## src/sv/plid_pkg.sv

```systemverilog
// Package for the positional list block: sizes, opcodes and status codes.
// No dependencies; used by the interfaces and the top level.
package plid_pkg;

  localparam int Capacity = 64;
  localparam int AddrW    = (Capacity > 1) ? $clog2(Capacity) : 1;
  localparam int CntW     = $clog2(Capacity + 1);
  localparam int PosW     = 7;
  localparam int LenW     = 7;
  localparam int DataW    = 32;
  // common width for position vs. count compares
  localparam int CmpW     = (CntW > PosW) ? CntW : PosW;

  typedef enum logic [1:0] {
    OP_INSERT = 2'd0,
    OP_DELETE = 2'd1,
    OP_DUMP   = 2'd2
  } op_e;

  typedef enum logic [1:0] {
    ST_DONE  = 2'd0,
    ST_RANGE = 2'd1,
    ST_FULL  = 2'd2
  } status_e;

endpackage

```

## src/sv/plid_if.sv

```systemverilog
// Valid/ready channel interfaces for the positional list block.
// Depends on plid_pkg.
interface plid_in_if;
  logic                               valid;
  logic                               ready;
  logic [1:0]                         opcode;
  logic [plid_pkg::PosW-1:0]          position;
  logic signed [plid_pkg::DataW-1:0]  value;

  modport source (output valid, opcode, position, value, input ready);
  modport sink   (input valid, opcode, position, value, output ready);
endinterface

interface plid_out_if;
  logic                               valid;
  logic                               ready;
  logic [1:0]                         status;
  logic                               item_valid;
  logic signed [plid_pkg::DataW-1:0]  item_value;
  logic                               last;
  logic [plid_pkg::LenW-1:0]          length;

  modport source (output valid, status, item_valid, item_value, last, length, input ready);
  modport sink   (input valid, status, item_valid, item_value, last, length, output ready);
endinterface

```

## src/sv/positional_list_insert_delete.sv

```systemverilog
// Positional list: ordered list of signed words in one synchronous RAM.
// Usage:
//   in_i  : command words (insert at position, delete at position, dump).
//   out_o : result words. Insert and delete answer with one word carrying
//           status and the new length; dump sends one word per entry in
//           list order, last set on the final one (an empty list gives one
//           empty word with last set).
// Sequencing: one command at a time; ready high only while idle.
//   Insert at p: entries from p up move one slot up, one entry moved per cycle
//   through the RAM read/write pipeline, then the value is written (only the
//   write at the end). Delete at p: entries above p move one slot down, if any.
//   Dump: each entry is read from the RAM, then loaded into the output register
//   before the next is read. Rejected commands and an empty dump skip the RAM.
// Reset clears the length and the controller; RAM contents stay undefined
// but only entries below the length are ever read. No clearing pass.
// When the receiver stalls, the output register holds its word and the
// controller waits; nothing is dropped.
module positional_list_insert_delete (
  input  logic      clk_i,
  input  logic      rst_ni,
  plid_in_if.sink   in_i,
  plid_out_if.source out_o
);
  import plid_pkg::*;

  typedef enum logic [5:0] {
    S_IDLE     = 6'b000001,
    S_SHIFT    = 6'b000010,
    S_PUT      = 6'b000100,
    S_RESP     = 6'b001000,
    S_DUMP_RD  = 6'b010000,
    S_DUMP_OUT = 6'b100000
  } state_e;

  state_e                   state_q, state_d;
  logic [1:0]               op_q, op_d;
  logic [AddrW-1:0]         pos_q, pos_d;
  logic signed [DataW-1:0]  val_q, val_d;
  logic [CntW-1:0]          count_q, count_d;
  logic [AddrW-1:0]         ptr_q, ptr_d;
  logic                     rd_more_q, rd_more_d;
  logic                     wr_pend_q, wr_pend_d;
  logic [AddrW-1:0]         wr_addr_q, wr_addr_d;
  status_e                  st_q, st_d;

  logic                     out_valid_q, out_valid_d;
  logic [1:0]               out_status_q;
  logic                     out_item_valid_q;
  logic signed [DataW-1:0]  out_item_value_q;
  logic                     out_last_q;
  logic [LenW-1:0]          out_length_q;

  logic                     out_load;
  status_e                  ld_status;
  logic                     ld_item_valid;
  logic signed [DataW-1:0]  ld_item_value;
  logic                     ld_last;

  logic signed [DataW-1:0]  mem [Capacity];
  logic signed [DataW-1:0]  rdata_q;
  logic                     mem_we, mem_re;
  logic [AddrW-1:0]         mem_wa, mem_ra;
  logic signed [DataW-1:0]  mem_wd;

  logic                     out_free;
  logic                     in_fire;
  logic [CmpW-1:0]          pos_ext, cnt_ext, ptr_ext;

  assign out_free = !out_valid_q || out_o.ready;
  assign in_i.ready = (state_q == S_IDLE);
  assign in_fire = in_i.valid && in_i.ready;
  assign pos_ext = CmpW'(in_i.position);
  assign cnt_ext = CmpW'(count_q);
  assign ptr_ext = CmpW'(ptr_q);

  always_comb begin
    state_d   = state_q;
    op_d      = op_q;
    pos_d     = pos_q;
    val_d     = val_q;
    count_d   = count_q;
    ptr_d     = ptr_q;
    rd_more_d = rd_more_q;
    wr_pend_d = 1'b0;
    wr_addr_d = wr_addr_q;
    st_d      = st_q;
    mem_we    = 1'b0;
    mem_wa    = wr_addr_q;
    mem_wd    = rdata_q;
    mem_re    = 1'b0;
    mem_ra    = ptr_q;
    out_load      = 1'b0;
    ld_status     = st_q;
    ld_item_valid = 1'b0;
    ld_item_value = '0;
    ld_last       = 1'b1;

    unique case (state_q)
      S_IDLE: begin
        if (in_fire) begin
          op_d  = in_i.opcode;
          val_d = in_i.value;
          pos_d = AddrW'(in_i.position);
          st_d  = ST_DONE;
          case (in_i.opcode)
            OP_INSERT: begin
              if (pos_ext > cnt_ext) begin
                st_d    = ST_RANGE;
                state_d = S_RESP;
              end else if (count_q == CntW'(Capacity)) begin
                st_d    = ST_FULL;
                state_d = S_RESP;
              end else if (pos_ext == cnt_ext) begin
                state_d = S_PUT;
              end else begin
                ptr_d     = AddrW'(count_q - CntW'(1));
                rd_more_d = 1'b1;
                state_d   = S_SHIFT;
              end
            end
            OP_DELETE: begin
              if (pos_ext >= cnt_ext) begin
                st_d    = ST_RANGE;
                state_d = S_RESP;
              end else if (pos_ext + CmpW'(1) == cnt_ext) begin
                count_d = count_q - CntW'(1);
                state_d = S_RESP;
              end else begin
                ptr_d     = AddrW'(in_i.position) + AddrW'(1);
                rd_more_d = 1'b1;
                state_d   = S_SHIFT;
              end
            end
            OP_DUMP: begin
              if (count_q == '0) begin
                state_d = S_RESP;
              end else begin
                ptr_d   = '0;
                state_d = S_DUMP_RD;
              end
            end
            default: begin
              st_d    = ST_RANGE;
              state_d = S_RESP;
            end
          endcase
        end
      end
      S_SHIFT: begin
        // read one entry ahead, write the previous read one slot over
        mem_we = wr_pend_q;
        if (rd_more_q) begin
          mem_re    = 1'b1;
          wr_pend_d = 1'b1;
          if (op_q == OP_INSERT) begin
            wr_addr_d = ptr_q + AddrW'(1);
            ptr_d     = ptr_q - AddrW'(1);
            rd_more_d = (ptr_q != pos_q);
          end else begin
            wr_addr_d = ptr_q - AddrW'(1);
            ptr_d     = ptr_q + AddrW'(1);
            rd_more_d = (ptr_ext + CmpW'(1) != cnt_ext);
          end
        end else if (op_q == OP_INSERT) begin
          state_d = S_PUT;
        end else begin
          count_d = count_q - CntW'(1);
          state_d = S_RESP;
        end
      end
      S_PUT: begin
        mem_we  = 1'b1;
        mem_wa  = pos_q;
        mem_wd  = val_q;
        count_d = count_q + CntW'(1);
        state_d = S_RESP;
      end
      S_RESP: begin
        if (out_free) begin
          out_load = 1'b1;
          state_d  = S_IDLE;
        end
      end
      S_DUMP_RD: begin
        mem_re  = 1'b1;
        state_d = S_DUMP_OUT;
      end
      S_DUMP_OUT: begin
        if (out_free) begin
          out_load      = 1'b1;
          ld_status     = ST_DONE;
          ld_item_valid = 1'b1;
          ld_item_value = rdata_q;
          ld_last       = (ptr_ext + CmpW'(1) == cnt_ext);
          if (ld_last) begin
            state_d = S_IDLE;
          end else begin
            ptr_d   = ptr_q + AddrW'(1);
            state_d = S_DUMP_RD;
          end
        end
      end
      default: state_d = S_IDLE;
    endcase

    if (out_load) begin
      out_valid_d = 1'b1;
    end else if (out_o.ready) begin
      out_valid_d = 1'b0;
    end else begin
      out_valid_d = out_valid_q;
    end
  end

  always_ff @(posedge clk_i or negedge rst_ni) begin
    if (!rst_ni) begin
      state_q     <= S_IDLE;
      count_q     <= '0;
      rd_more_q   <= 1'b0;
      wr_pend_q   <= 1'b0;
      out_valid_q <= 1'b0;
    end else begin
      state_q     <= state_d;
      count_q     <= count_d;
      rd_more_q   <= rd_more_d;
      wr_pend_q   <= wr_pend_d;
      out_valid_q <= out_valid_d;
    end
  end

  always_ff @(posedge clk_i) begin
    op_q      <= op_d;
    pos_q     <= pos_d;
    val_q     <= val_d;
    ptr_q     <= ptr_d;
    wr_addr_q <= wr_addr_d;
    st_q      <= st_d;
    if (out_load) begin
      out_status_q     <= ld_status;
      out_item_valid_q <= ld_item_valid;
      out_item_value_q <= ld_item_value;
      out_last_q       <= ld_last;
      out_length_q     <= LenW'(CmpW'(count_q));
    end
  end

  // list storage, one write and one registered read per cycle
  always_ff @(posedge clk_i) begin
    if (mem_we) begin
      mem[mem_wa] <= mem_wd;
    end
    if (mem_re) begin
      rdata_q <= mem[mem_ra];
    end
  end

  assign out_o.valid      = out_valid_q;
  assign out_o.status     = out_status_q;
  assign out_o.item_valid = out_item_valid_q;
  assign out_o.item_value = out_item_value_q;
  assign out_o.last       = out_last_q;
  assign out_o.length     = out_length_q;

`ifndef SYNTHESIS
  a_count_bound: assert property (@(posedge clk_i) disable iff (!rst_ni)
    CmpW'(count_q) <= CmpW'(Capacity))
    else $error("list length beyond capacity");

  a_write_in_list: assert property (@(posedge clk_i) disable iff (!rst_ni)
    mem_we |-> CmpW'(mem_wa) <= CmpW'(count_q))
    else $error("RAM write beyond list end");

  a_count_steady: assert property (@(posedge clk_i) disable iff (!rst_ni)
    (state_q == S_RESP || state_q == S_DUMP_RD || state_q == S_DUMP_OUT)
      |=> $stable(count_q))
    else $error("length changed outside insert or delete");

  a_dump_status: assert property (@(posedge clk_i) disable iff (!rst_ni)
    (out_valid_q && out_item_valid_q) |-> out_status_q == ST_DONE)
    else $error("dump word with non-done status");
`endif

endmodule

```

## src/flat_wrapper.sv

```systemverilog
// flat-port wrapper written by rule: the top's interface ports become plain ports
module positional_list_insert_delete_flat import plid_pkg::*;
  (clk_i, rst_ni, in_i_valid, in_i_opcode, in_i_position, in_i_value, in_i_ready, out_o_valid, out_o_status, out_o_item_valid, out_o_item_value, out_o_last, out_o_length, out_o_ready);
  plid_in_if in_i_i ();
  plid_out_if out_o_i ();
  input  logic clk_i;
  input  logic rst_ni;
  input wire logic [$bits(in_i_i.valid)-1:0] in_i_valid;
  input wire logic [$bits(in_i_i.opcode)-1:0] in_i_opcode;
  input wire logic [$bits(in_i_i.position)-1:0] in_i_position;
  input wire logic [$bits(in_i_i.value)-1:0] in_i_value;
  output wire logic [$bits(in_i_i.ready)-1:0] in_i_ready;
  output wire logic [$bits(out_o_i.valid)-1:0] out_o_valid;
  output wire logic [$bits(out_o_i.status)-1:0] out_o_status;
  output wire logic [$bits(out_o_i.item_valid)-1:0] out_o_item_valid;
  output wire logic [$bits(out_o_i.item_value)-1:0] out_o_item_value;
  output wire logic [$bits(out_o_i.last)-1:0] out_o_last;
  output wire logic [$bits(out_o_i.length)-1:0] out_o_length;
  input wire logic [$bits(out_o_i.ready)-1:0] out_o_ready;
  assign in_i_i.valid = in_i_valid;
  assign in_i_i.opcode = in_i_opcode;
  assign in_i_i.position = in_i_position;
  assign in_i_i.value = in_i_value;
  assign in_i_ready = in_i_i.ready;
  assign out_o_valid = out_o_i.valid;
  assign out_o_status = out_o_i.status;
  assign out_o_item_valid = out_o_i.item_valid;
  assign out_o_item_value = out_o_i.item_value;
  assign out_o_last = out_o_i.last;
  assign out_o_length = out_o_i.length;
  assign out_o_i.ready = out_o_ready;
  positional_list_insert_delete u_core (.clk_i(clk_i), .rst_ni(rst_ni), .in_i(in_i_i), .out_o(out_o_i));
endmodule
```

## config.mk

```make
export PLATFORM = sky130hd
export DESIGN_NAME = positional_list_insert_delete_flat
export DESIGN_NICKNAME = d
export VERILOG_FILES = /design/src/sv/plid_pkg.sv /design/src/sv/plid_if.sv /design/src/sv/positional_list_insert_delete.sv /design/src/flat_wrapper.sv
export SDC_FILE = /design/constraint.sdc
export NUM_CORES = 2
export LEC_CHECK = 0
export BUFFER_PORTS_ARGS = -buffer_cell sky130_fd_sc_hd__buf_2
export CAP_MARGIN = 20
export CORE_AREA = 5 5 443 445
export CTS_CLUSTER_DIAMETER = 120
export DETAILED_ROUTE_END_ITERATION = 8
export DIE_AREA = 0 0 448 450
export GPL_ROUTABILITY_DRIVEN = 0
export RECOVER_POWER = 25
export SYNTH_ARGS = -nofsm -noshare
export SYNTH_HDL_FRONTEND = slang
export SYNTH_SLANG_ARGS = --single-unit
```

## constraint.sdc

```tcl
create_clock -name clk_i -period 4.03 [get_ports clk_i]
set_clock_uncertainty 0.05 [all_clocks]
set_input_delay 0.2015 -clock clk_i [delete_from_list [all_inputs] [get_ports clk_i]]
set_output_delay 0.2015 -clock clk_i [all_outputs]
set_load 0.005 [all_outputs]
```

# Yosys cells after proc, flatten, opt, wreduce, memory -nomap -nowiden
# Memory sizes are Yosys's and may differ from the RTL's. A register that Yosys moved wholly into a read port is not among the register bits.
# Cells that the tools add are included.
# classes
n_addsub	7
n_mul	0
div	0
order_cmp	2
n_eq_ne	32
n_shift	0
mux	63
bitwise	0
n_reduce_logical	18
# op_table
op	count
$mux 6	20
$pmux 6 s3	3
$mux 7	6
$pmux 6 s6	1
$mux 32	1
$eq 7x7->1	3
$ne 3x3->1 const B	7
$pmux 7 s3	1
$mux 1	17
$add 7x1->7 const B	2
$ne 2x2->1 const B	7
$add 6x1->6 const B	2
$reduce_and 12->1	1
$mux 5	2
$mux 2	4
$mux 4	2
$pmux 1 s2	4
$reduce_and 8->1	1
$add 6x1->7 const B	1
$eq 7x7->1 const B	1
$ge 7x7->1	1
$gt 7x7->1	1
$logic_not 7->1	1
$ne 7x7->1	1
25 further kinds	32
# totals
reg_bits	113
latch_bits	0
ramBits	2048
rom_bits	0
output_inout_bits	45
mem_count	1
# memory_table
name	depth	word_bits	read_ports	rd_clocked_by_memory_dff	wr	line	rtl
u_core.mem	64	32	1	1	1	positional_list_insert_delete.sv:59	logic signed [DataW-1:0] mem [Capacity];

# Logic depth before layout (Yosys ltp)
# depth
depth_word	7
depth_mapped	11
mapped_depth_nobuf	8

# Worst setup path before layout
# No wires, ideal clock.
# synth_timing
path_kind	register to register
start	register u_core.state_q[0]
end	memory u_core.mem[61][0] (enable)
setup_ns	0.461
arrival_time_ns	3.863
required_time_ns	3.519
setup_slack_ns	-0.344
path_stages_with_launch	10
n_path_buf	3
synth_period_minus_slack_ns	4.374
cell_sequence	dfstp_2 > buf_2 > nor4_4 > and3b_1 > buf_2 > buf_2 > nand3b_1 > nand2_1 > nand2_1 > nor3_1
# synth_between
elab_chain_len	4
# synth_rtl
element	line	rtl
start: declaration	positional_list_insert_delete.sv:35	state_e state_q, state_d;
start signal: assignment	positional_list_insert_delete.sv:223	state_q <= state_d;
$eq 6x3->1 / $eq 6x2->1 (equally long branches)	positional_list_insert_delete.sv:98	unique case (state_q)
$pmux 1 s2	positional_list_insert_delete.sv:98	
$mux 1	positional_list_insert_delete.sv:249	if (mem_we) begin
$mux 1 (not written as such)	positional_list_insert_delete.sv:250	mem[mem_wa] <= mem_wd;
end: declaration	positional_list_insert_delete.sv:59	
# Several ways; a longest one is shown, not always the timed one.

# Worst setup path in the final report
# layout_timing
start	register u_core.state_q[1]
end	memory u_core.mem[11][27], data pin
# layout_between
elab_chain_len	2
# layout_rtl
element	line	rtl
$eq 6x3->1	positional_list_insert_delete.sv:98	
$mux 32	positional_list_insert_delete.sv:98	
via u_core.mem_wd[27]	positional_list_insert_delete.sv:63	logic signed [DataW-1:0] mem_wd;
# The timed path passes the listed nets, and every way through them passes these cells.

==> results.md <==
* Outcome: complete, but fails checks
* Failing checks: capacitance limit, slew limit
* TNS Setup at 0 ns
* Post-CTS sizing at 0
* Final Hold Violating Endpoints at 0
* Worst setup EP type: flop
* #FFs+latches synth at 2,193
* Final Power at 63.2 mW
* Hold Crit Class: in2reg
* Area leader, netlist: edfxtp_1
* Clk buf depth at 3
* Post-CTS Setup Bufs at 0
* Drt wl/cell at 32.4 um
* Net count after synthesis at 4,140
* FILL cells at 14,988
* Largest net degree at the start of global routing at 89
* CP Class: reg2reg
* Max IR drop VDD at 0.527 mV
* Cells after synthesis at 4,079
* Antenna violations before repair at 12
* Final Max Tran Viols at 262
* H-tree depth at 4
* Fin crit period at 3.76 ns
* CTS root buf: clkbuf_16
* Worst hold margin at 0.148 ns
* Dpl ws at 0.434 ns
* Worst-Margin Slew at 1.72 ns
* Busiest layer in global routing: met2
* Max Cap Viol at 6
* Ys async rst share at 0.00730
* Fin nets at 4,538
* IO Pins at 90
* Main synth FF type: edfxtp_1
* DR vias at 43,679
* Total congestion overflow at 0
* Placed instance count at 6,706
* Design Area, Final at 0.0989 mm2
* DR vias/cell at 6.07
* DRT iter0 DRCs at 5,084
* Total core area at 0.192 mm2
* Worst setup margin at 0.266 ns
* Reg2reg setup slack at 0.27 ns
* EDFF count, synth at 2,177
* Dpl cell area at 0.0916 mm2
* Warnings, synthesis at 0
* Clock transition at the registers of the reported paths at 0.06 ns
* Area fraction of the dominant cell type after synthesis at 0.762
* Final Cycle Share at 0.934
* First-pass GRT wire length at 329,000 um
* Final core utilization at 0.516
* RSZ-0062 raised after global routing: false
* Layout cells sized above 1 at 0.254
* Post-detail-place hpwl at 135,000 um
* Most frequent cell after synthesis: edfxtp_1
* Detailed Route WL at 233,000 um
* Drc violations at 0
* Syn_area_per_cell at 21.0 um2
* Post-synth cell types at 80
* Starting Density at 0.447
* Number of global-route vias before repair at 43,488
* # hold bufs at CTS at 75
* # setup viols final at 0
* Port bufs at 89
* Cell Rows at 161
* Slew Limit Headroom at -0.146
* M2 GR Usage at 0.357
* CTS sink count at 2,193
* CP startpoint kind: flop
* Top post-synthesis cells by count: edfxtp_1 (2,177), mux4_2 (485), nand2_1 (272)
* Most area-consuming cells after synthesis: edfxtp_1 (76%), mux4_2 (13%), mux2i_1 (2.4%)
* Crit path required time at 4.48 ns
* CTS tree: built
* Drt first pass iters at 5
* Die W at 448 um
* Die Area at 0.202 mm2
* Die height at 450 um
* M1 GR Usage at 0.331
* ANT nets after route at 0
* Layout area overhead at 15.4%
* Sequential share of the synthesized area at 0.767
* Cell Count, Final, Fillers Out at 7,193
* Pwr dens at 639 mW/mm2
* Overall Global Routing Usage at 0.231
* Pleak at 31.4 nW
* Max Fclk at 0.266 GHz
* Worst skew pair latency at 0.87 ns
* Arr. time, crit path at 4.22 ns
* Max FO, Critical Path at 19
* Synthesized area at 0.0857 mm2
* GR met3 Demand/Resource at 0.0462
* CTS buffer count at 218
==> critical path, stage by stage, from the launching register on <==
cell,delay [ns]
dfrtp_1,0.47
nor4_4,0.39
and3b_2,0.53
buf_4,0.29
nand2_1,0.08
nand2_1,0.81
clkbuf_1,0.76
==> per-layer routing <==
layer  vias up  part of all wire
met5         -           0.00012
met4         4             0.040
met3       351             0.086
met2      1987              0.46
met1     23455              0.41
li1      17882                 -
==> layout by cell type, fill, tap and decap left out, drive strengths merged, types with 6 or more instances in the layout <==
cell	instances
edfxtp	2177
mux4	485
clkbuf	332
nand2	272
buf	259
mux2i	205
o221ai	115
clkinv	114
nor2	91
nand3	87
dlygate4sd3	75
and2	48
inv	31
a221oi	29
a21o	26
a31oi	25
a21oi	24
o21ai	24
xnor2	23
ha	16
dfrtp	15
o22ai	14
bufinv	14
a211oi	13
nand3b	11
xor2	11
nor3	10
diode	8
and3	8
nand4	8
o211ai	6
nor2b	6
o31ai	6
nor4	6
==> final cells by class <==
class                      instances  area (um2)  area share
sequential                      2193       65800       0.665
multi-input combinational       1636       19300       0.195
clock buffer                     263        5710      0.0577
timing repair buffer             403        3740      0.0379
tap                             2526        3160      0.0319
clock inverter                   139        1110      0.0112
inverter                          25         104     0.00105
antenna                            8        20.0    0.000202
==> flip-flops by register name, summed over array words and instances (netlist names), 6 cells and up <==
signal,flops
u_core.wr_addr_q,6
u_core.pos_q,6
u_core.val_q,32
u_core.state_q,6
u_core.out_o.length,7
u_core.rdata_q,32
u_core.cnt_ext,7
u_core.mem,2048
u_core.out_o.item_value,32
u_core.mem_ra,6
==> report_power, final <==
| group | internal (mW) | total (mW) | switching (mW) |
|---|---|---|---|
| clock | 10.9 | 19.5 | 8.51 |
| sequential | 26.4 | 26.7 | 0.329 |
| combinational | 6.50 | 17.1 | 10.6 |
| total | 43.8 | 63.2 | 19.4 |
==> kinds of logic (layout without fill, tap and decap cells) <==
| family | count (synthesis) | in the layout | synth area share |
|---|---|---|---|
| flip-flops | 2193 | 2193 | 0.767 |
| AND/OR/NAND/NOR | 572 | 572 | 0.0309 |
| multiplexers | 693 | 693 | 0.152 |
| buffers and inverters | 250 | 830 | 0.0145 |
| adder cells (fa/ha/maj) | 16 | 16 | 0.00233 |
| AO/OA/AOI/OAI | 319 | 319 | 0.0294 |
| XOR/XNOR | 36 | 36 | 0.00400 |
| other | 0 | 8 | 0 |
==> path summary, 6_finish.rpt <==
| kind | cells past startpoint | end | from |
|---|---|---|---|
| setup / recovery | 6 | u_core.mem[11][27] | u_core.state_q[1] |
| hold / removal | 2 | u_core.val_q[18] | in_i_value[18] |
| min in group asynchronous | 3 | u_core.state_q[0] | rst_ni |
| hold reg to reg | 1 | u_core.out_o.status[0] | u_core.st_q[0] |
| setup reg to reg | 6 | u_core.mem[11][27] | u_core.state_q[1] |
| max in group asynchronous | 4 | u_core.state_q[5] | rst_ni |
(Power assumes the default switching activity.)
